## src/rtl/core/vn2_pkg.sv

```systemverilog
`default_nettype none
package vn2_pkg;

	// field widths at the block ports
	localparam int FIELD_WIDTH = 16;
	localparam int OUT_WIDTH   = 16;
	localparam int SCALE_WIDTH = 8;

	// only the low COORD_WIDTH bits of a coordinate count
	localparam int COORD_WIDTH = 16;
	localparam int CW = (COORD_WIDTH < FIELD_WIDTH) ? COORD_WIDTH : FIELD_WIDTH;

	localparam logic [SCALE_WIDTH-1:0] CELL_SCALE_RESET = SCALE_WIDTH'(12);

	// lattice hash constants
	localparam logic [31:0] HASH_MUL_X   = 32'd374761393;
	localparam logic [31:0] HASH_MUL_Y   = 32'd668265263;
	localparam logic [31:0] HASH_MUL_MIX = 32'd1274126177;
	localparam int HASH_SHIFT_A  = 13;
	localparam int HASH_SHIFT_B  = 16;
	localparam int LATTICE_WIDTH = 8;

	// blend numerator is at most 255*s*s
	localparam int NUM_WIDTH = LATTICE_WIDTH + 2 * SCALE_WIDTH;
	// quotient of 256*N/(255*s*s) is at most 256
	localparam int QUOT_BITS = 9;
	localparam int DIV_WIDTH = NUM_WIDTH + QUOT_BITS - 1;
	localparam logic [OUT_WIDTH-1:0] NOISE_MAX = OUT_WIDTH'(256);

	// queue between front and back, depth a power of two
	localparam int QUEUE_DEPTH = 4;
	localparam int QPTR_WIDTH  = $clog2(QUEUE_DEPTH);

	// pipeline depths
	localparam int FRONT_STAGES = CW + 1;
	localparam int BACK_STAGES  = 6 + QUOT_BITS;
	localparam int MAX_INFLIGHT = FRONT_STAGES + QUEUE_DEPTH + BACK_STAGES;
	localparam int INFLIGHT_WIDTH = $clog2(MAX_INFLIGHT + 1);

	// lattice cell and position inside it
	typedef struct packed {
		logic [CW-1:0]          gx;
		logic [CW-1:0]          gy;
		logic [SCALE_WIDTH-1:0] rx;
		logic [SCALE_WIDTH-1:0] ry;
	} vn2_cell_t;

endpackage
`default_nettype wire

```

## src/rtl/core/vn2_queue.sv

```systemverilog
`default_nettype none
module vn2_queue import vn2_pkg::*; (
	input  logic      clk,
	input  logic      arst_n,
	input  logic      push_valid,
	output logic      push_ready,
	input  vn2_cell_t push_cell,
	output logic      pop_valid,
	input  logic      pop_ready,
	output vn2_cell_t pop_cell
);

	vn2_cell_t             mem_q [QUEUE_DEPTH];
	logic [QPTR_WIDTH-1:0] wr_ptr_q;
	logic [QPTR_WIDTH-1:0] rd_ptr_q;
	logic [QPTR_WIDTH:0]   count_q;
	logic                  push;
	logic                  pop;

	assign push_ready = count_q != (QPTR_WIDTH+1)'(QUEUE_DEPTH);
	assign pop_valid  = count_q != '0;
	assign push       = push_valid && push_ready;
	assign pop        = pop_valid && pop_ready;
	assign pop_cell   = mem_q[rd_ptr_q];

	// pointers wrap on their own since the depth is a power of two
	always_ff @(posedge clk or negedge arst_n) begin
		if (!arst_n) begin
			wr_ptr_q <= '0;
			rd_ptr_q <= '0;
			count_q  <= '0;
		end else begin
			if (push) begin
				wr_ptr_q <= wr_ptr_q + 1'b1;
			end
			if (pop) begin
				rd_ptr_q <= rd_ptr_q + 1'b1;
			end
			if (push && !pop) begin
				count_q <= count_q + 1'b1;
			end else if (pop && !push) begin
				count_q <= count_q - 1'b1;
			end
		end
	end

	always_ff @(posedge clk) begin
		if (push) begin
			mem_q[wr_ptr_q] <= push_cell;
		end
	end

endmodule
`default_nettype wire

```

## config.mk

```make
export PLATFORM = sky130hd
export DESIGN_NAME = vn2_queue
export DESIGN_NICKNAME = d
export VERILOG_FILES = /design/src/rtl/core/vn2_pkg.sv /design/src/rtl/core/vn2_queue.sv
export SDC_FILE = /design/constraint.sdc
export NUM_CORES = 1
export LEC_CHECK = 0
export BUFFER_PORTS_ARGS = -buffer_cell sky130_fd_sc_hd__buf_2
export CORE_ASPECT_RATIO = 1.75
export CORE_MARGIN = 2
export CORE_UTILIZATION = 40
export DETAILED_ROUTE_END_ITERATION = 12
export PLACE_DENSITY = 0.67
export SKIP_CTS_REPAIR_TIMING = 1
export SLEW_MARGIN = 20
export SYNTH_ARGS = -nofsm -noshare
export SYNTH_HDL_FRONTEND = slang
export SYNTH_SLANG_ARGS = --single-unit
```

## constraint.sdc

```tcl
create_clock -name clk -period 2.8 [get_ports clk]
set_input_delay 0.56 -clock clk [delete_from_list [all_inputs] [get_ports clk]]
set_output_delay 0.56 -clock clk [all_outputs]
set_load 0.01 [all_outputs]
```

-- Word level (Yosys, flattened, before mapping)
Memories as Yosys holds them, arrays and structs flattened.
Index checks and enable logic that the tools add are counted.
- bitwise operators: 0
- muxes and demuxes: 4
- reduce and logical (&&, ||, !) cells: 8
- order comparisons: 0
- multiply operators: 0
- div/mod/pow operators: 0
- eq/ne operators: 1
- shift operators: 0
- add/subtract/negate cells: 4
- operators by type and width (cell ; count):
    3-bit 2-to-1 mux ; 2
    2-bit by 1-bit adder with 2-bit output, second input constant ; 2
    1-bit logical AND ; 4
    3-bit by 1-bit adder with 3-bit output, second input constant ; 1
    3-bit != test, second input constant ; 1
    3-bit nonzero test ; 1
    3-bit by 1-bit subtractor with 3-bit output, second input constant ; 1
    1-bit logical NOT ; 2
    1-bit 2-to-1 mux ; 2
    2-bit nonzero test ; 1
- output and inout port bits: 50
- bits in read-only memories: 0
- register bits after elaboration: 7
- RAM bits: 192
- bits in latches: 0
- memories kept: 1
- memory list (memory ; words ; bits a word ; rd ports ; clocked after memory_dff ; write ports ; line ; text):
    mem_q ; 4 ; 48 ; 1 ; 0 ; 1 ; vn2_queue.sv:13 ; vn2_cell_t mem_q [QUEUE_DEPTH];

-- Logic depth before layout (Yosys ltp)
- depth after elaboration: 6
- gate-level depth with buffers: 8

-- Worst setup path after synthesis
No wires, ideal clock.
- path kind: in2reg
- start point: input port push_valid
- end point: memory mem_q[0][0] (netlist name), enable pin
- buffers on the path: 0
- path slack: 377 ps
- stages: 2
- arrival time: 2012 ps
- cell sequence: a21boi_2 and2_1
- longest elaborated chain between the ends: 3
- RTL lines (element ; line ; text):
    start, declared ; vn2_queue.sv:5 ; input logic push_valid,
    1-bit logical AND ; vn2_queue.sv:22 ; assign push = push_valid && push_ready;
    1-bit 2-to-1 mux ; vn2_queue.sv:48 ; if (push) begin
    1-bit 2-to-1 mux (not written as such) ; vn2_queue.sv:49 ; mem_q[wr_ptr_q] <= push_cell;
    end, declared ; vn2_queue.sv:13 ;
No other way between the ends.

==> out/metrics.yaml <==
run:
  max_cap_viol_count: 0
power:
  swShare_pct: 29.6
  combPwrFrac_pct: 28.9
  peakVddDrop_v: 0.000562
  power.switching_mw: 2.72
  p_leak_nw: 3.02
  p_seq_share_pct: 45.4
  p_per_area_nw_per_um2: 1050
  total_power_mw: 9.21
  internal_power_mw: 6.48
  pwr-share-clk_pct: 25.8
global_route:
  grt_antenna_before_repair: 3
  grt_pass1_wl_mm: 20.2
  gr-total-overflow: 0
  grt_pass1_vias: 3690
  grt_usage_pct: 14.4
  grt_max_degree: 30
worst_setup_path:
  worst-path-stages: 3
  r2r_slack_ns: 0.68
  critPathTopFamily: "flip-flops"
  r2r-start: "count_q[0]"
  crit_fanout: 17
  crit_path_start_kind: "register"
  arrival_ns: 2.07
  regToRegEndpoint: "count_q[2]"
  crit_required_ns: 2.24
  crit_start: "rd_ptr_q[0]"
  crit_chain: "buf_4 > mux4_2 > buf_2"
  worstSetupEndpoint: "pop_cell[20]"
  r2r_cells: 8
  crit_type: "register to output port"
  crit_slowest_cell: "dfrtp_4"
  path_buf_inv: 2
  endpoint_kind: "output port"
  slowest_delay_ns: 0.66
die:
  start_util_pct: 40.9
  design.core.area_sq_um: 18100
  rows: 65
  die_area_sq_um: 19600
  fp.dieW_um: 107
  fp.dieH_um: 184
  io_pins: 102
timing:
  setup_viol: 0
  holdWs_ns: 0.350
  min_period_over_period_pct: 93.9
  finalClockSkew_ns: 0.0104
  fin_setup_tns_ns: 0
  hold_violations: 0
  rsz0062_at_grt: "no"
  slew_viol_final: 0
  max_freq_mhz: 380
  worst_pin_slew_ns: 0.449
  relSlewSlack_pct: 70.1
  period_needed_ns: 2.63
clocking:
  clkSinkCount: 199
  worstSkewPairLatency_ns: 0.42
  cts.root.buffer_cell: "clkbuf_16"
  cts_tree: "done"
  cts_max_path_buffers: 2
  htree_num_levels: 4
  cts.reportedPaths.clkPinSlew_ns: 0.07
  numCtsBuffers: 17
finish:
  nets: 467
  instances_no_fill: 659
  syn_to_final_growth_pct: 18.7
  drive_above_1_share_pct: 48.1
route:
  postRouteAntennaNets: 0
  drt_iter0_markers: 186
  num_vias: 3306
  wl_per_cell_um: 20.4
  drc_errors: 0
  vias_per_cell: 5.02
  firstDrtPassIters: 4
  wl_mm: 13.5
logic_synthesis:
  yosysTopAreaCellShare_pct: 78.0
  ys.flop_type: "edfxtp_1"
  synth_edf_count: 192
  synth_common_cells: "192 x edfxtp_1, 48 x mux4_2, 7 x dfrtp_1"
  yosys.area.top_type: "edfxtp_1"
  yosysWarnings: 0
  seq_area_frac_synth_pct: 80.4
  ys_types: 19
  avgSynthCellArea_sq_um: 25.8
  synthCells: 286
  ys_top_cells_by_area: "edfxtp_1 78%, mux4_2 15%, dfrtp_1 2.4%"
  yosys_register_bits: 199
  synth_fp_nets: 344
  synthArstFlopShare_pct: 3.52
  yosysMostFrequentCell: "edfxtp_1"
  synth_area_sq_um: 7390
worst_hold_path:
  holdPathStages: 1
  hp-start: "push_cell[22]"
  hold_path_class: "primary input to register"
status:
  status: "complete, no violations"
placement:
  dpl.hpwl_mm: 8.87
  port_buffers: 101
  placed_cells: 623
  place.gp.congestion: 0.692
cell families (layout without fill, tap and decap cells):
group                    after synthesis  in the layout  synth area share, %
multiplexers                          50             50                 14.9
AND/OR/NAND/NOR                       10             10                0.694
XOR/XNOR                               6              6                0.711
flip-flops                           199            199                 80.4
AO/OA/AOI/OAI                          1              1                0.152
adder cells (fa/ha/maj)                6              6                 1.12
buffers and inverters                 14            150                 2.03
other                                  0              3                    0
metrics by stage:
| stage | worst slack, ns | area, sq um | utilization (%) |
|---|---|---|---|
| 4_1_cts | 0.116 | 8760 | 48.5 |
| 6_report | 0.170 | 8770 | 48.6 |
| 2_1_floorplan | 0.377 | 7390 | - |
| 3_3_place_gp | 0.598 | 8170 | 45.3 |
| 3_5_place_dp | 0.584 | 8170 | 45.3 |
| 5_1_grt | 0.0287 | 8770 | 48.6 |
how the worst min path moves through the flow:
| stage | end | slack, ns |
|---|---|---|
| 6_report | mem_q[3][22] | 0.35 |
| 3_5_place_dp | count_q[2] | 0.41 |
| 3_3_place_gp | count_q[2] | 0.40 |
| 2_1_floorplan | count_q[0] | 0.26 |
| 5_1_grt | mem_q[3][39] | 0.33 |
| 4_1_cts | count_q[2] | -0.06 |
state kept, by name, indices dropped and copies added, names as in the netlist:
signal and flops:
wr_ptr_q 2, count_q 3, rd_ptr_q 2, mem_q 192
routing by layer:
layer  GRT usage [%]  up-vias  part of all wire (%)
met5               0        -                     0
li1                -     1463                     -
met4            6.23        0                   2.1
met2            26.3       75                    56
met3            3.90       17                   3.6
met1            15.3     1751                    38
worst register-to-register path: stages, from the launching register on:
cell	delay, ns
dfrtp_1	0.44
or3_1	0.40
nand2_1	0.12
ha_1	0.19
inv_1	0.06
fa_1	0.38
xor2_1	0.18
nor2_1	0.13
xor2_1	0.16
layout make-up:
cell class / count / area, sq um
antenna: 3 / 7.51
clock buffer: 17 / 425
clock inverter: 15 / 160
fill: 1505 / 9280
inverter: 3 / 11.3
multi-input combinational: 73 / 1310
sequential: 199 / 5950
tap: 234 / 293
timing repair buffer: 115 / 626
placed cells by master (no fill, tap or decap):
cell type        n
diode_2          3
inv_8            2
clkbuf_16       17
a21boi_2         1
buf_2          101
or3_1            1
ha_1             5
edfxtp_1       192
bufinv_16        1
dfrtp_2          1
buf_4           12
buf_12           1
nand2_1          2
dfrtp_4          1
xor2_1           2
mux4_2          48
nor2_1           2
inv_6            7
clkinv_4         2
clkinv_8         1
clkinvlp_4       1
fa_1             1
xnor2_1          4
inv_1            3
dfrtp_1          5
mux2_2           2
nand3_1          1
and2_2           4
clkinv_2         1
dlygate4sd3_1    1
power by group through the flow:
stage	clock network (mW)	registers (mW)	logic (mW)
5_1_grt	2.54	4.24	2.88
6_report	2.37	4.18	2.66
3_3_place_gp	0	4.21	2.69
3_5_place_dp	0	4.26	2.73
4_1_cts	2.44	4.20	2.73
2_1_floorplan	0	4.13	1.95
Power figures use the tool's default switching activity.
