### src/rtl/core/vn2_pkg.sv
`default_nettype none
package vn2_pkg;

	// field widths at the block ports
	localparam int FIELD_WIDTH = 16;
	localparam int OUT_WIDTH   = 16;
	localparam int SCALE_WIDTH = 8;

	// only the low COORD_WIDTH bits of a coordinate count
	localparam int COORD_WIDTH = 16;
	localparam int CW = (COORD_WIDTH < FIELD_WIDTH) ? COORD_WIDTH : FIELD_WIDTH;

	localparam logic [SCALE_WIDTH-1:0] CELL_SCALE_RESET = SCALE_WIDTH'(12);

	// lattice hash constants
	localparam logic [31:0] HASH_MUL_X   = 32'd374761393;
	localparam logic [31:0] HASH_MUL_Y   = 32'd668265263;
	localparam logic [31:0] HASH_MUL_MIX = 32'd1274126177;
	localparam int HASH_SHIFT_A  = 13;
	localparam int HASH_SHIFT_B  = 16;
	localparam int LATTICE_WIDTH = 8;

	// blend numerator is at most 255*s*s
	localparam int NUM_WIDTH = LATTICE_WIDTH + 2 * SCALE_WIDTH;
	// quotient of 256*N/(255*s*s) is at most 256
	localparam int QUOT_BITS = 9;
	localparam int DIV_WIDTH = NUM_WIDTH + QUOT_BITS - 1;
	localparam logic [OUT_WIDTH-1:0] NOISE_MAX = OUT_WIDTH'(256);

	// queue between front and back, depth a power of two
	localparam int QUEUE_DEPTH = 4;
	localparam int QPTR_WIDTH  = $clog2(QUEUE_DEPTH);

	// pipeline depths
	localparam int FRONT_STAGES = CW + 1;
	localparam int BACK_STAGES  = 6 + QUOT_BITS;
	localparam int MAX_INFLIGHT = FRONT_STAGES + QUEUE_DEPTH + BACK_STAGES;
	localparam int INFLIGHT_WIDTH = $clog2(MAX_INFLIGHT + 1);

	// lattice cell and position inside it
	typedef struct packed {
		logic [CW-1:0]          gx;
		logic [CW-1:0]          gy;
		logic [SCALE_WIDTH-1:0] rx;
		logic [SCALE_WIDTH-1:0] ry;
	} vn2_cell_t;

endpackage
`default_nettype wire

### src/rtl/core/vn2_front.sv
`default_nettype none
module vn2_front import vn2_pkg::*; (
	input  logic                   clk,
	input  logic                   arst_n,
	input  logic [SCALE_WIDTH-1:0] scale,
	input  logic                   in_valid,
	output logic                   in_ready,
	input  logic [FIELD_WIDTH-1:0] x_coord,
	input  logic [FIELD_WIDTH-1:0] y_coord,
	output logic                   out_valid,
	input  logic                   out_ready,
	output vn2_cell_t              out_cell
);

	logic                   adv;
	logic [CW:0]            vld_s;
	logic [CW-1:0]          coord_in [0:1];
	logic [CW-1:0]          num_s    [0:CW][0:1];
	logic [SCALE_WIDTH-1:0] rem_s    [0:CW][0:1];
	logic [SCALE_WIDTH:0]   trial    [0:CW-1][0:1];
	logic                   ge       [0:CW-1][0:1];

	assign adv      = !vld_s[CW] || out_ready;
	assign in_ready = adv;

	always_comb begin
		coord_in[0] = x_coord[CW-1:0];
		coord_in[1] = y_coord[CW-1:0];
	end

	always_ff @(posedge clk or negedge arst_n) begin
		if (!arst_n) begin
			vld_s <= '0;
		end else if (adv) begin
			vld_s <= {vld_s[CW-1:0], in_valid};
		end
	end

	// one quotient bit per stage, both lanes side by side
	always_comb begin
		for (int k = 0; k < CW; k++) begin
			for (int l = 0; l < 2; l++) begin
				trial[k][l] = {rem_s[k][l], num_s[k][l][CW-1]};
				ge[k][l]    = trial[k][l] >= {1'b0, scale};
			end
		end
	end

	always_ff @(posedge clk) begin
		if (adv) begin
			for (int l = 0; l < 2; l++) begin
				num_s[0][l] <= coord_in[l];
				rem_s[0][l] <= '0;
			end
			for (int k = 0; k < CW; k++) begin
				for (int l = 0; l < 2; l++) begin
					rem_s[k+1][l] <= ge[k][l] ? SCALE_WIDTH'(trial[k][l] - {1'b0, scale})
					                          : trial[k][l][SCALE_WIDTH-1:0];
					num_s[k+1][l] <= {num_s[k][l][CW-2:0], ge[k][l]};
				end
			end
		end
	end

	assign out_valid   = vld_s[CW];
	assign out_cell.gx = num_s[CW][0];
	assign out_cell.gy = num_s[CW][1];
	assign out_cell.rx = rem_s[CW][0];
	assign out_cell.ry = rem_s[CW][1];

endmodule
`default_nettype wire

### config.mk
export PLATFORM = sky130hd
export DESIGN_NAME = vn2_front
export DESIGN_NICKNAME = d
export VERILOG_FILES = /design/src/rtl/core/vn2_pkg.sv /design/src/rtl/core/vn2_front.sv
export SDC_FILE = /design/constraint.sdc
export NUM_CORES = 1
export LEC_CHECK = 0
export BUFFER_PORTS_ARGS = -buffer_cell sky130_fd_sc_hd__buf_2
export CORE_MARGIN = 5
export CORE_UTILIZATION = 53
export CTS_BUF_LIST = sky130_fd_sc_hd__clkbuf_16
export CTS_CLUSTER_DIAMETER = 60
export DETAILED_ROUTE_END_ITERATION = 16
export PLACE_DENSITY = 0.67
export SYNTH_ARGS = -nofsm -noshare
export SYNTH_HDL_FRONTEND = slang
export SYNTH_SLANG_ARGS = --single-unit
### constraint.sdc
create_clock -name clk -period 49.5 [get_ports clk]
set_clock_uncertainty 0.05 [all_clocks]
set_input_delay 7.425 -clock clk [delete_from_list [all_inputs] [get_ports clk]]
set_output_delay 7.425 -clock clk [all_outputs]
set_load 0.03 [all_outputs]
# Yosys cells after proc, flatten, opt, wreduce, memory -nomap -nowiden
# Memory sizes are Yosys's and may differ from the RTL's.
# Cells that the tools add are included.
# word_totals
ramBits	816
n_memories	2
regBits	17
out_inout_bits	50
word_cells	103
# classes
n_reduce_logical	2
order_cmp	32
mux	34
add_sub_neg	32
# mem_list
name	words	width	rd	rd_clocked_by_memory_dff	write_ports	line_no	rtl
num_s	17	32	17	0	17	vn2_front.sv:18	logic [CW-1:0] num_s [0:CW][0:1];
rem_s	17	16	17	0	17	vn2_front.sv:19	logic [SCALE_WIDTH-1:0] rem_s [0:CW][0:1];
# ops
cell	n
$ge A9 B8 Y1	32
$mux W8	32
$sub A8 B8 Y8	32
$mux W1	2
$logic_not A1 Y1	1
$logic_or A1 B1 Y1	1

# Depth between registers and ports, before layout
# Gate-level depths: netlist of the first run.
# depth
depth_word	4
ltp_mapped	8
ltp_nobuf	8

# Worst setup path before layout of the first run
# Ideal clock, no wire load.
# synth_path
kind	input -> output
start	input out_ready
end	output in_ready
arrival_time_ps	29794
slack_ps	12231
required_time_ps	42025
path_stages	3
path_cell_list	nand2b_1 > clkbuf_1 > buf_1
# synth_between
elab_chain_len	1
# synth_rtl
element	line_no	rtl
start: declaration	vn2_front.sv:11	input logic out_ready,
$logic_or A1 B1 Y1	vn2_front.sv:23	assign adv = !vld_s[CW] || out_ready;
end: declaration	vn2_front.sv:7	output logic in_ready,
# Every way passes these cells.

# Worst setup path after layout of the first run
# Ends and elaborated chain as after synthesis.

==> metrics.txt, run 1 <==
# TYPE chip_impl_metric gauge
chip_impl_metric{name="timing.final.max_slew_violations",unit=""} 0
chip_impl_metric{name="clk_transition_reported_paths",unit="ns"} 0.06
chip_impl_metric{name="layout.nets",unit=""} 3144
chip_impl_metric{name="muxShareOfSynthArea",unit=""} 0.04263
chip_impl_metric{name="netlist_area_before_placement",unit="um2"} 37890
chip_impl_info{name="synth_area_leaders",value="sky130_fd_sc_hd__edfxtp_1, sky130_fd_sc_hd__ha_1, sky130_fd_sc_hd__mux2_2, sky130_fd_sc_hd__o21ai_0, sky130_fd_sc_hd__a21oi_1"} 1
chip_impl_info{name="endpoint_kind",value="primary output"} 1
chip_impl_metric{name="worst-slew-pin-transition",unit="ns"} 1.011
chip_impl_metric{name="routed_wire_length_per_instance",unit="um"} 17.20
chip_impl_metric{name="rows",unit=""} 98
chip_impl_metric{name="numCtsBuffers",unit=""} 87
chip_impl_metric{name="yosysTopAreaCellShare",unit=""} 0.6340
chip_impl_metric{name="groute.usage.overall",unit=""} 0.1689
chip_impl_info{name="criticalPathCategory",value="input port to primary output"} 1
chip_impl_metric{name="worst-r2r-cell-count",unit=""} 4
chip_impl_metric{name="dp_hpwl",unit="um"} 42150
chip_impl_metric{name="vias_in_the_first_global_route",unit=""} 21990
chip_impl_metric{name="power_density",unit="nW/um2"} 70.96
chip_impl_metric{name="leak",unit="uW"} 0.01615
chip_impl_metric{name="worstPathMaxFanout",unit=""} 52
chip_impl_info{name="capture_point_of_the_critical_path",value="in_ready"} 1
chip_impl_info{name="slowest_stage",value="sky130_fd_sc_hd__nand2b_4"} 1
chip_impl_info{name="min_path_type",value="flip-flop to flip-flop"} 1
chip_impl_metric{name="tritoncts_num_sinks",unit=""} 817
chip_impl_metric{name="num_vias",unit=""} 21580
chip_impl_metric{name="total_area_of_multi_input_combinational_cells",unit="um2"} 12860
chip_impl_info{name="timing.critical_path.mode_cell",value="sky130_fd_sc_hd__buf_2"} 1
chip_impl_metric{name="synthSimpleGateAreaFrac",unit=""} 0.06879
chip_impl_metric{name="edff_count_synth",unit=""} 800
chip_impl_metric{name="crit_cells",unit=""} 3
chip_impl_metric{name="setup_tns_final",unit="ns"} 0
chip_impl_metric{name="initial_antenna_violation_count",unit=""} 0
chip_impl_metric{name="cts-root-to-sink-buffers",unit=""} 3
chip_impl_info{name="tritoncts",value="built"} 1
chip_impl_metric{name="synthXorXnorAreaFrac",unit=""} 0.02173
chip_impl_info{name="crit_start",value="out_ready"} 1
chip_impl_metric{name="post-route-period-util",unit=""} 0.3199
chip_impl_metric{name="maxSlewHeadroom",unit=""} 0.3261
chip_impl_metric{name="final-hold-violation-count",unit=""} 0
chip_impl_metric{name="drt-initial-drc-count",unit=""} 1345
chip_impl_metric{name="total_switching_power",unit="uW"} 987.8
chip_impl_metric{name="timing.reg2reg.setup_slack",unit="ns"} 45.67
chip_impl_metric{name="synth_cell_type_count",unit=""} 62
chip_impl_metric{name="synth.net_count",unit=""} 2952
chip_impl_metric{name="cts_hold_buf",unit=""} 0
chip_impl_metric{name="initial_core_util",unit=""} 0.5318
chip_impl_metric{name="period_needed",unit="ns"} 15.84
chip_impl_metric{name="p_clk_frac",unit=""} 0.207
chip_impl_metric{name="max_freq",unit="GHz"} 0.06315
chip_impl_metric{name="die_x",unit="um"} 277.4
chip_impl_metric{name="sequential_cell_area",unit="um2"} 24450
chip_impl_metric{name="synth_compound_gate_area_share",unit=""} 0.1097
chip_impl_info{name="root_buffer",value="sky130_fd_sc_hd__clkbuf_16"} 1
chip_impl_info{name="timing.critical_path.cells",value="buf_2 -> nand2b_4 -> buf_2"} 1
chip_impl_info{name="worst_r2r_src",value="vld_s[16]$_DFFE_PN0P_"} 1
chip_impl_metric{name="synth_adder_area_share",unit=""} 0.09643
chip_impl_metric{name="irDropWorstVdd",unit="V"} 0.00003525
chip_impl_metric{name="sw_frac_of_total",unit=""} 0.3275
chip_impl_metric{name="preCtsSetupSlack",unit="ns"} 33.65
chip_impl_metric{name="fraction_of_layout_instances_using_a_drive_strength_above_1",unit=""} 0.1440
chip_impl_metric{name="clock_tree.htree_level_count",unit=""} 3
chip_impl_metric{name="instance_count_of_the_mapped_netlist",unit=""} 2634
chip_impl_metric{name="post_cts_buffers",unit=""} 0
chip_impl_metric{name="internal_power",unit="uW"} 2029
chip_impl_metric{name="synth_warnings",unit=""} 0
chip_impl_metric{name="combinationalPowerShare",unit=""} 0.357
chip_impl_metric{name="num_io_pins",unit=""} 94
chip_impl_metric{name="total_power_consumption_of_the_routed_design",unit="uW"} 3016
chip_impl_metric{name="setup_slack",unit="ns"} 33.66
chip_impl_metric{name="detailedRoute.firstPassIterationCount",unit=""} 6
chip_impl_metric{name="core_region_area",unit="um2"} 71240
chip_impl_metric{name="place_inst",unit=""} 3687
chip_impl_info{name="start_kind",value="input port"} 1
chip_impl_info{name="synth_top_family_by_area",value="compound AO/OA/AOI/OAI gates"} 1
chip_impl_metric{name="post_cts.resized_instances",unit=""} 0
chip_impl_info{name="crit_family",value="simple AND/OR/NAND/NOR gates"} 1
chip_impl_metric{name="worstPathArrival",unit="ns"} 8.36
chip_impl_metric{name="finish.cell_count_without_fillers",unit=""} 3845
chip_impl_metric{name="synth_async_sr_flop_share",unit=""} 0.02081
chip_impl_metric{name="pin_count_of_the_biggest_net_entering_global_routing",unit=""} 151
chip_impl_metric{name="port_buffers",unit=""} 93
chip_impl_info{name="grt_setup_unrepaired",value="false"} 1
chip_impl_metric{name="worst_path_bufs_invs",unit=""} 2
chip_impl_metric{name="post_drt_via_cell_ratio",unit=""} 5.613
chip_impl_metric{name="final-setup-viol-count",unit=""} 0
chip_impl_metric{name="finalCoreUtilization",unit=""} 0.5967
chip_impl_metric{name="area_overhead_vs_synth",unit="%"} 12.20
chip_impl_metric{name="critPathRequiredTime",unit="ns"} 42.02
chip_impl_info{name="synth_largest_area_cell",value="sky130_fd_sc_hd__edfxtp_1"} 1
chip_impl_info{name="outcome",value="finished clean"} 1
chip_impl_info{name="flip_flop_cell_with_the_highest_count_after_synthesis",value="sky130_fd_sc_hd__edfxtp_1"} 1
chip_impl_metric{name="fillerInstances",unit=""} 5468
chip_impl_metric{name="worstSkewPairLatency",unit="ns"} 0.63
chip_impl_metric{name="max_capacitance_violation_total",unit=""} 0
chip_impl_metric{name="totalWireLength",unit="um"} 66120
chip_impl_metric{name="fp.dieArea",unit="um2"} 76940
chip_impl_metric{name="yosys_register_bits",unit=""} 817
chip_impl_metric{name="synth.yosys.seq_area_share",unit=""} 0.6453
chip_impl_metric{name="die-height",unit="um"} 277.4
chip_impl_metric{name="antenna_cells",unit=""} 0
chip_impl_metric{name="grt_pass1_wl",unit="um"} 108200
chip_impl_metric{name="avgSynthCellArea",unit="um2"} 14.38
chip_impl_metric{name="gp_congestion",unit=""} 0.8234
chip_impl_metric{name="global_route.overflow_total",unit=""} 0
chip_impl_metric{name="pwr-share-seq",unit=""} 0.436
chip_impl_metric{name="timing.critical_path.slowest_cell_delay",unit="ns"} 0.53
chip_impl_info{name="timing.rr.end",value="num_s[12][18]$_DFFE_PP_"} 1
chip_impl_metric{name="drcViolationCount",unit=""} 0
chip_impl_metric{name="ant_nets",unit=""} 0
-- area by class of cell --
class	instances	share of cell area
Clock buffer	88	0.05180
Clock inverter	70	0.01377
Inverter	134	0.01183
Multi-Input combinational cell	1661	0.3025
Sequential cell	817	0.5751
Tap cell	950	0.02796
Timing Repair Buffer	125	0.01695
-- worst min path at each step --
stage	startpoint	end	cells after the start
floorplan	num_s[9][9]$_DFFE_PP_	num_s[10][10]$_DFFE_PP_	0
CTS	num_s[13][1]$_DFFE_PP_	num_s[14][2]$_DFFE_PP_	0
global route	num_s[13][0]$_DFFE_PP_	num_s[14][1]$_DFFE_PP_	0
detailed placement	num_s[9][19]$_DFFE_PP_	num_s[10][20]$_DFFE_PP_	0
finish	num_s[8][2]$_DFFE_PP_	num_s[9][3]$_DFFE_PP_	0
global placement	num_s[15][16]$_DFFE_PP_	num_s[16][17]$_DFFE_PP_	0
-- routing by layer --
| metal | vias up | track usage | share of wire |
|---|---|---|---|
| met5 | - | 0 | 0 |
| met4 | 0 | 0.05683 | 0.027 |
| met3 | 142 | 0.03122 | 0.043 |
| met2 | 427 | 0.2868 | 0.48 |
| met1 | 10450 | 0.2214 | 0.45 |
| li1 | 10570 | - | - |
-- kinds of logic (layout without fill, tap and decap cells) --
family          Yosys count  count (layout)
buf+inv                 156             417
flops                   817             817
simple gates            503             503
fa+ha+maj               274             274
xor+xnor                 94              94
compound gates          642             642
mux                     148             148
-- worst register-to-register path, cell delays in order, from the launching register on --
cell and delay, ns:
sky130_fd_sc_hd__dfrtp_1 0.40, sky130_fd_sc_hd__nand2b_4 0.50, sky130_fd_sc_hd__buf_4 0.66, sky130_fd_sc_hd__buf_4 0.89, sky130_fd_sc_hd__buf_4 0.93
-- layout by cell type, fill, tap and decap left out, types with 15 or more instances in the layout --
cell / instances
sky130_fd_sc_hd__edfxtp_1: 800
sky130_fd_sc_hd__ha_1: 244
sky130_fd_sc_hd__o21ai_0: 201
sky130_fd_sc_hd__a21oi_1: 157
sky130_fd_sc_hd__nand2_1: 151
sky130_fd_sc_hd__inv_1: 147
sky130_fd_sc_hd__mux2_2: 107
sky130_fd_sc_hd__buf_2: 92
sky130_fd_sc_hd__clkbuf_16: 88
sky130_fd_sc_hd__nor2_1: 69
sky130_fd_sc_hd__xnor2_1: 53
sky130_fd_sc_hd__a21o_1: 48
sky130_fd_sc_hd__nor2b_1: 47
sky130_fd_sc_hd__o21a_1: 46
sky130_fd_sc_hd__nand3_1: 44
sky130_fd_sc_hd__xor2_1: 41
sky130_fd_sc_hd__mux2i_1: 41
sky130_fd_sc_hd__nand2b_1: 41
sky130_fd_sc_hd__buf_4: 32
sky130_fd_sc_hd__fa_1: 30
sky130_fd_sc_hd__a211oi_1: 29
sky130_fd_sc_hd__and2_1: 27
sky130_fd_sc_hd__nor3_1: 26
sky130_fd_sc_hd__o31ai_1: 24
sky130_fd_sc_hd__clkinv_1: 18
sky130_fd_sc_hd__a21boi_0: 17
sky130_fd_sc_hd__dfrtp_1: 17
sky130_fd_sc_hd__o31a_1: 16
sky130_fd_sc_hd__or4_1: 16
sky130_fd_sc_hd__and3_1: 15
sky130_fd_sc_hd__a221oi_1: 15
-- synthesized netlist by cell type, types with 8 or more instances --
cell type	number
sky130_fd_sc_hd__inv_1	134
sky130_fd_sc_hd__or2_2	13
sky130_fd_sc_hd__a221oi_1	15
sky130_fd_sc_hd__nand3b_1	12
sky130_fd_sc_hd__a311oi_1	8
sky130_fd_sc_hd__nor2_1	69
sky130_fd_sc_hd__nand3_1	44
sky130_fd_sc_hd__or3_1	11
sky130_fd_sc_hd__ha_1	244
sky130_fd_sc_hd__nand2b_1	42
sky130_fd_sc_hd__or4_1	16
sky130_fd_sc_hd__dfrtp_1	17
sky130_fd_sc_hd__xor2_1	41
sky130_fd_sc_hd__nor3_1	26
sky130_fd_sc_hd__mux2i_1	41
sky130_fd_sc_hd__o31a_1	16
sky130_fd_sc_hd__o21a_1	46
sky130_fd_sc_hd__a21oi_1	157
sky130_fd_sc_hd__xnor2_1	53
sky130_fd_sc_hd__mux2_2	107
sky130_fd_sc_hd__and3_1	15
sky130_fd_sc_hd__a21o_1	48
sky130_fd_sc_hd__a31o_2	12
sky130_fd_sc_hd__o31ai_1	24
sky130_fd_sc_hd__o211ai_1	12
sky130_fd_sc_hd__o22a_1	12
sky130_fd_sc_hd__and2_1	27
sky130_fd_sc_hd__edfxtp_1	800
sky130_fd_sc_hd__nand2_1	151
sky130_fd_sc_hd__o21ai_0	201
sky130_fd_sc_hd__fa_1	30
sky130_fd_sc_hd__clkbuf_1	20
sky130_fd_sc_hd__a21boi_0	17
sky130_fd_sc_hd__and4_1	13
sky130_fd_sc_hd__a211oi_1	29
sky130_fd_sc_hd__nor2b_1	47
-- power groups by stage --
stage                     Combinational [uW]  Clock [uW]  Sequential [uW]
after CTS                               1080         645             1320
after detailed placement                1070           0             1330
after floorplan                          809           0             1480
after global routing                    1200         676             1350
final                                   1080         626             1310
after global placement                  1030           0             1320
-- stage by stage --
step	cell area, um2	hold slack [ns]
after global placement	39720	0.3504
after detailed placement	39720	0.3545
final	42510	0.3594
after floorplan	37890	0.3503
after global routing	42510	0.3562
after CTS	42510	0.3529
-- flip-flops by register name (all words and copies together), names as in the netlist --
| signal | count |
|---|---|
| num_s | 544 |
| rem_s | 256 |
| vld_s | 17 |
Power figures use the tool's default switching activity.
==> run 2, diff against run 1 <==
--- a/config.mk
+++ b/config.mk
@@ -5,6 +5,7 @@
 export SDC_FILE = /design/constraint.sdc
 export NUM_CORES = 1
 export LEC_CHECK = 0
+export ABC_AREA = 1
 export BUFFER_PORTS_ARGS = -buffer_cell sky130_fd_sc_hd__buf_2
 export CORE_MARGIN = 5
 export CORE_UTILIZATION = 53
==> constraint.sdc (replaced) <==
create_clock -name clk -period 15.6 [get_ports clk]
set_clock_uncertainty 0.05 [all_clocks]
set_input_delay 2.34 -clock clk [delete_from_list [all_inputs] [get_ports clk]]
set_output_delay 2.34 -clock clk [all_outputs]
set_load 0.03 [all_outputs]
==> run 2 against run 1 <==
Against the previous run:
- wire length up 14%
- via count up 23%
- combinational power rose to 3.6 times the previous value
- register-to-register slack worse by 34 ns
- non-clock buffer count down 17
- final cell count up 37%
- power rose to 3.4 times the previous value
- synthesized area up 8.0%
- clock power rose to 3.4 times the previous value
- largest cell class unchanged
==> metrics.txt, run 2 <==
# TYPE chip_impl_metric gauge
chip_impl_metric{name="synth.yosys.seq_area_share",unit=""} 0.5977
chip_impl_metric{name="period_needed",unit="ns"} 5.847
chip_impl_metric{name="layout.nets",unit=""} 4500
chip_impl_info{name="layout.cells.most_common",value="sky130_fd_sc_hd__nand2_1"} 1
chip_impl_metric{name="tritoncts_num_sinks",unit=""} 817
chip_impl_info{name="root_buffer",value="sky130_fd_sc_hd__clkbuf_16"} 1
chip_impl_metric{name="instance_count_of_the_mapped_netlist",unit=""} 3991
chip_impl_metric{name="num_io_pins",unit=""} 94
chip_impl_metric{name="clk_transition_reported_paths",unit="ns"} 0.06
chip_impl_metric{name="fp.dieArea",unit="um2"} 82840
chip_impl_metric{name="preCtsSetupSlack",unit="ns"} 9.354
chip_impl_metric{name="detailedRoute.firstPassIterationCount",unit=""} 5
chip_impl_metric{name="area_overhead_vs_synth",unit="%"} 11.88
chip_impl_metric{name="gp_congestion",unit=""} 0.8679
chip_impl_info{name="endpoint_kind",value="primary output"} 1
chip_impl_metric{name="postLayoutCellArea",unit="um2"} 45760
chip_impl_metric{name="sw_frac_of_total",unit=""} 0.3682
chip_impl_metric{name="yosys_register_bits",unit=""} 817
chip_impl_metric{name="timing.final.max_slew_violations",unit=""} 0
chip_impl_metric{name="global_route.overflow_total",unit=""} 0
chip_impl_metric{name="clock_tree.htree_level_count",unit=""} 3
chip_impl_info{name="tritoncts",value="built"} 1
chip_impl_metric{name="irDropWorstVdd",unit="V"} 0.0001945
chip_impl_metric{name="initial_antenna_violation_count",unit=""} 0
chip_impl_metric{name="drt-initial-drc-count",unit=""} 1661
chip_impl_metric{name="port_buffers",unit=""} 93
chip_impl_info{name="grt_setup_unrepaired",value="false"} 1
chip_impl_metric{name="post-route-period-util",unit=""} 0.3748
chip_impl_metric{name="maxSlewHeadroom",unit=""} 0.3121
chip_impl_metric{name="power_density",unit="nW/um2"} 226.5
chip_impl_metric{name="worstPathArrival",unit="ns"} 3.46
chip_impl_metric{name="max_capacitance_violation_total",unit=""} 0
chip_impl_metric{name="yosysTopAreaCellShare",unit=""} 0.5873
chip_impl_info{name="synth_top_cells_by_count",value="sky130_fd_sc_hd__nand2_1, sky130_fd_sc_hd__edfxtp_1, sky130_fd_sc_hd__inv_1"} 1
chip_impl_metric{name="totalWireLength",unit="um"} 75570
chip_impl_info{name="min_path_type",value="flip-flop to flip-flop"} 1
chip_impl_metric{name="post_cts.resized_instances",unit=""} 0
chip_impl_metric{name="fillerInstances",unit=""} 6178
chip_impl_metric{name="worst-slew-pin-transition",unit="ns"} 1.032
chip_impl_info{name="criticalPathCategory",value="input port to primary output"} 1
chip_impl_metric{name="netlist_area_before_placement",unit="um2"} 40910
chip_impl_metric{name="initial_core_util",unit=""} 0.5368
chip_impl_metric{name="die_x",unit="um"} 287.8
chip_impl_metric{name="internal_power",unit="uW"} 6550
chip_impl_info{name="leading_cell_types_in_the_layout_fill_and_taps_excluded",value="sky130_fd_sc_hd__nand2_1, sky130_fd_sc_hd__edfxtp_1, sky130_fd_sc_hd__inv_1"} 1
chip_impl_metric{name="max_ffs_per_register",unit=""} 544
chip_impl_info{name="outcome",value="finished clean"} 1
chip_impl_metric{name="die-height",unit="um"} 287.8
chip_impl_metric{name="p_clk_frac",unit=""} 0.204
chip_impl_metric{name="place_area",unit="um2"} 42750
chip_impl_metric{name="dp_hpwl",unit="um"} 49240
chip_impl_metric{name="numCtsBuffers",unit=""} 91
chip_impl_metric{name="ant_nets",unit=""} 0
chip_impl_metric{name="antenna_cells",unit=""} 0
chip_impl_info{name="start_kind",value="input port"} 1
chip_impl_metric{name="groute.usage.overall",unit=""} 0.1836
chip_impl_info{name="most_frequent_cell_after_synthesis",value="sky130_fd_sc_hd__nand2_1"} 1
chip_impl_metric{name="rows",unit=""} 101
chip_impl_metric{name="total_power_consumption_of_the_routed_design",unit="uW"} 10370
chip_impl_metric{name="grt_pass1_wl",unit="um"} 124900
chip_impl_metric{name="synth.net_count",unit=""} 4309
chip_impl_metric{name="finalCoreUtilization",unit=""} 0.6006
chip_impl_info{name="top_register",value="num_s"} 1
chip_impl_metric{name="total_switching_power",unit="uW"} 3817
chip_impl_metric{name="edff_count_synth",unit=""} 800
chip_impl_metric{name="vias_in_the_first_global_route",unit=""} 25310
chip_impl_metric{name="setup_tns_final",unit="ns"} 0
chip_impl_metric{name="synth_async_sr_flop_share",unit=""} 0.02081
chip_impl_metric{name="worstPathMaxFanout",unit=""} 66
chip_impl_metric{name="critPathRequiredTime",unit="ns"} 13.21
chip_impl_info{name="synth_area_leaders",value="sky130_fd_sc_hd__edfxtp_1, sky130_fd_sc_hd__nand2_1, sky130_fd_sc_hd__ha_1, sky130_fd_sc_hd__nand3_1, sky130_fd_sc_hd__inv_1"} 1
chip_impl_metric{name="pin_count_of_the_biggest_net_entering_global_routing",unit=""} 181
chip_impl_metric{name="avgSynthCellArea",unit="um2"} 10.25
chip_impl_metric{name="combinationalPowerShare",unit=""} 0.378
chip_impl_metric{name="num_vias",unit=""} 26510
chip_impl_metric{name="core_region_area",unit="um2"} 76200
chip_impl_info{name="synth_largest_area_cell",value="sky130_fd_sc_hd__edfxtp_1"} 1
chip_impl_metric{name="synth_warnings",unit=""} 0
chip_impl_metric{name="post_cts_buffers",unit=""} 0
chip_impl_metric{name="worstSkewPairLatency",unit="ns"} 0.63
chip_impl_metric{name="max_freq",unit="GHz"} 0.1710
chip_impl_metric{name="cts_hold_buf",unit=""} 0
chip_impl_metric{name="final-hold-violation-count",unit=""} 0
chip_impl_metric{name="fraction_of_layout_instances_using_a_drive_strength_above_1",unit=""} 0.08353
chip_impl_metric{name="routed_wire_length_per_instance",unit="um"} 14.31
chip_impl_metric{name="setup_slack",unit="ns"} 9.753
chip_impl_metric{name="drcViolationCount",unit=""} 0
chip_impl_metric{name="post_drt_via_cell_ratio",unit=""} 5.020
chip_impl_metric{name="final-setup-viol-count",unit=""} 0
chip_impl_metric{name="cts-root-to-sink-buffers",unit=""} 3
chip_impl_metric{name="synth_cell_type_count",unit=""} 34
chip_impl_metric{name="pwr-share-seq",unit=""} 0.418
chip_impl_metric{name="leak",unit="uW"} 0.02110
chip_impl_info{name="biggestRegsByFlops",value="num_s x544, rem_s x256, vld_s x17"} 1
chip_impl_info{name="flip_flop_cell_with_the_highest_count_after_synthesis",value="sky130_fd_sc_hd__edfxtp_1"} 1
[run 2: changes by cell type after synthesis, sizes merged, moves of 59 or more]
cell,change
o21ai,-190
nor2,+134
nand3,+399
mux2,-106
a21oi,-59
inv,+404
nand2,+1233
[run 2: worst paths after layout]
check                      slack (ns)  depth (start not counted)                endpoint                  start
max reg2reg                     11.44                          4  num_s[3][12]$_DFFE_PP_  vld_s[16]$_DFFE_PN0P_
min in group asynchronous        1.58                          1    vld_s[8]$_DFFE_PN0P_                 arst_n
max in group asynchronous       13.66                          1    vld_s[7]$_DFFE_PN0P_                 arst_n
max                              9.75                          4                in_ready              out_ready
min reg2reg                      0.35                          0   num_s[7][8]$_DFFE_PP_  num_s[6][7]$_DFFE_PP_
min                              0.35                          0   num_s[7][8]$_DFFE_PP_  num_s[6][7]$_DFFE_PP_
[run 2: cells by family (layout without fill, tap and decap cells)]
| logic type | after synthesis | count (layout) | share of synthesized area |
|---|---|---|---|
| xor+xnor | 90 | 90 | 0.01927 |
| simple gates | 2137 | 2137 | 0.2267 |
| flops | 817 | 817 | 0.5977 |
| buf+inv | 555 | 814 | 0.05160 |
| mux | 1 | 1 | 0.0002753 |
| fa+ha+maj | 274 | 274 | 0.08932 |
| compound gates | 117 | 117 | 0.01514 |
[run 2: layout make-up]
type / count / area (um2) / share of cell area
Multi-Input combinational cell: 2619 / 14350 / 0.3136
Clock buffer: 97 / 2427 / 0.05304
Sequential cell: 817 / 24450 / 0.5342
Inverter: 545 / 2046 / 0.04470
Timing Repair Buffer: 108 / 618.1 / 0.01351
Clock inverter: 64 / 581.8 / 0.01271
Tap cell: 1030 / 1289 / 0.02816
[run 2: power groups by stage]
stage	clock [uW]	combinational (uW)	sequential [uW]
global route	2280	4530	4430
floorplan	0	3020	4570
detailed placement	0	3920	4370
finish	2120	3920	4330
global placement	0	3870	4350
CTS	2190	3940	4340
[run 2: layer usage]
layer,vias up,routed length (um),track usage
met3,137,3302,0.02811
li1,13760,-,-
met2,474,34940,0.3020
met5,-,0,0
met1,12130,35220,0.2546
met4,0,2108,0.05632
[run 2: critical path, stage by stage]
cell                      delay [ns]
sky130_fd_sc_hd__buf_2          0.07
sky130_fd_sc_hd__inv_1          0.05
sky130_fd_sc_hd__nand2_4        0.59
sky130_fd_sc_hd__buf_2          0.37
[run 2: stage by stage]
step | instances | hold WS, ns
finish | 5280 | 0.3533
global route | 5280 | 0.3655
CTS | 5280 | 0.3584
global placement | 5119 | 0.3503
detailed placement | 5119 | 0.3545
floorplan | 3991 | 0.3503
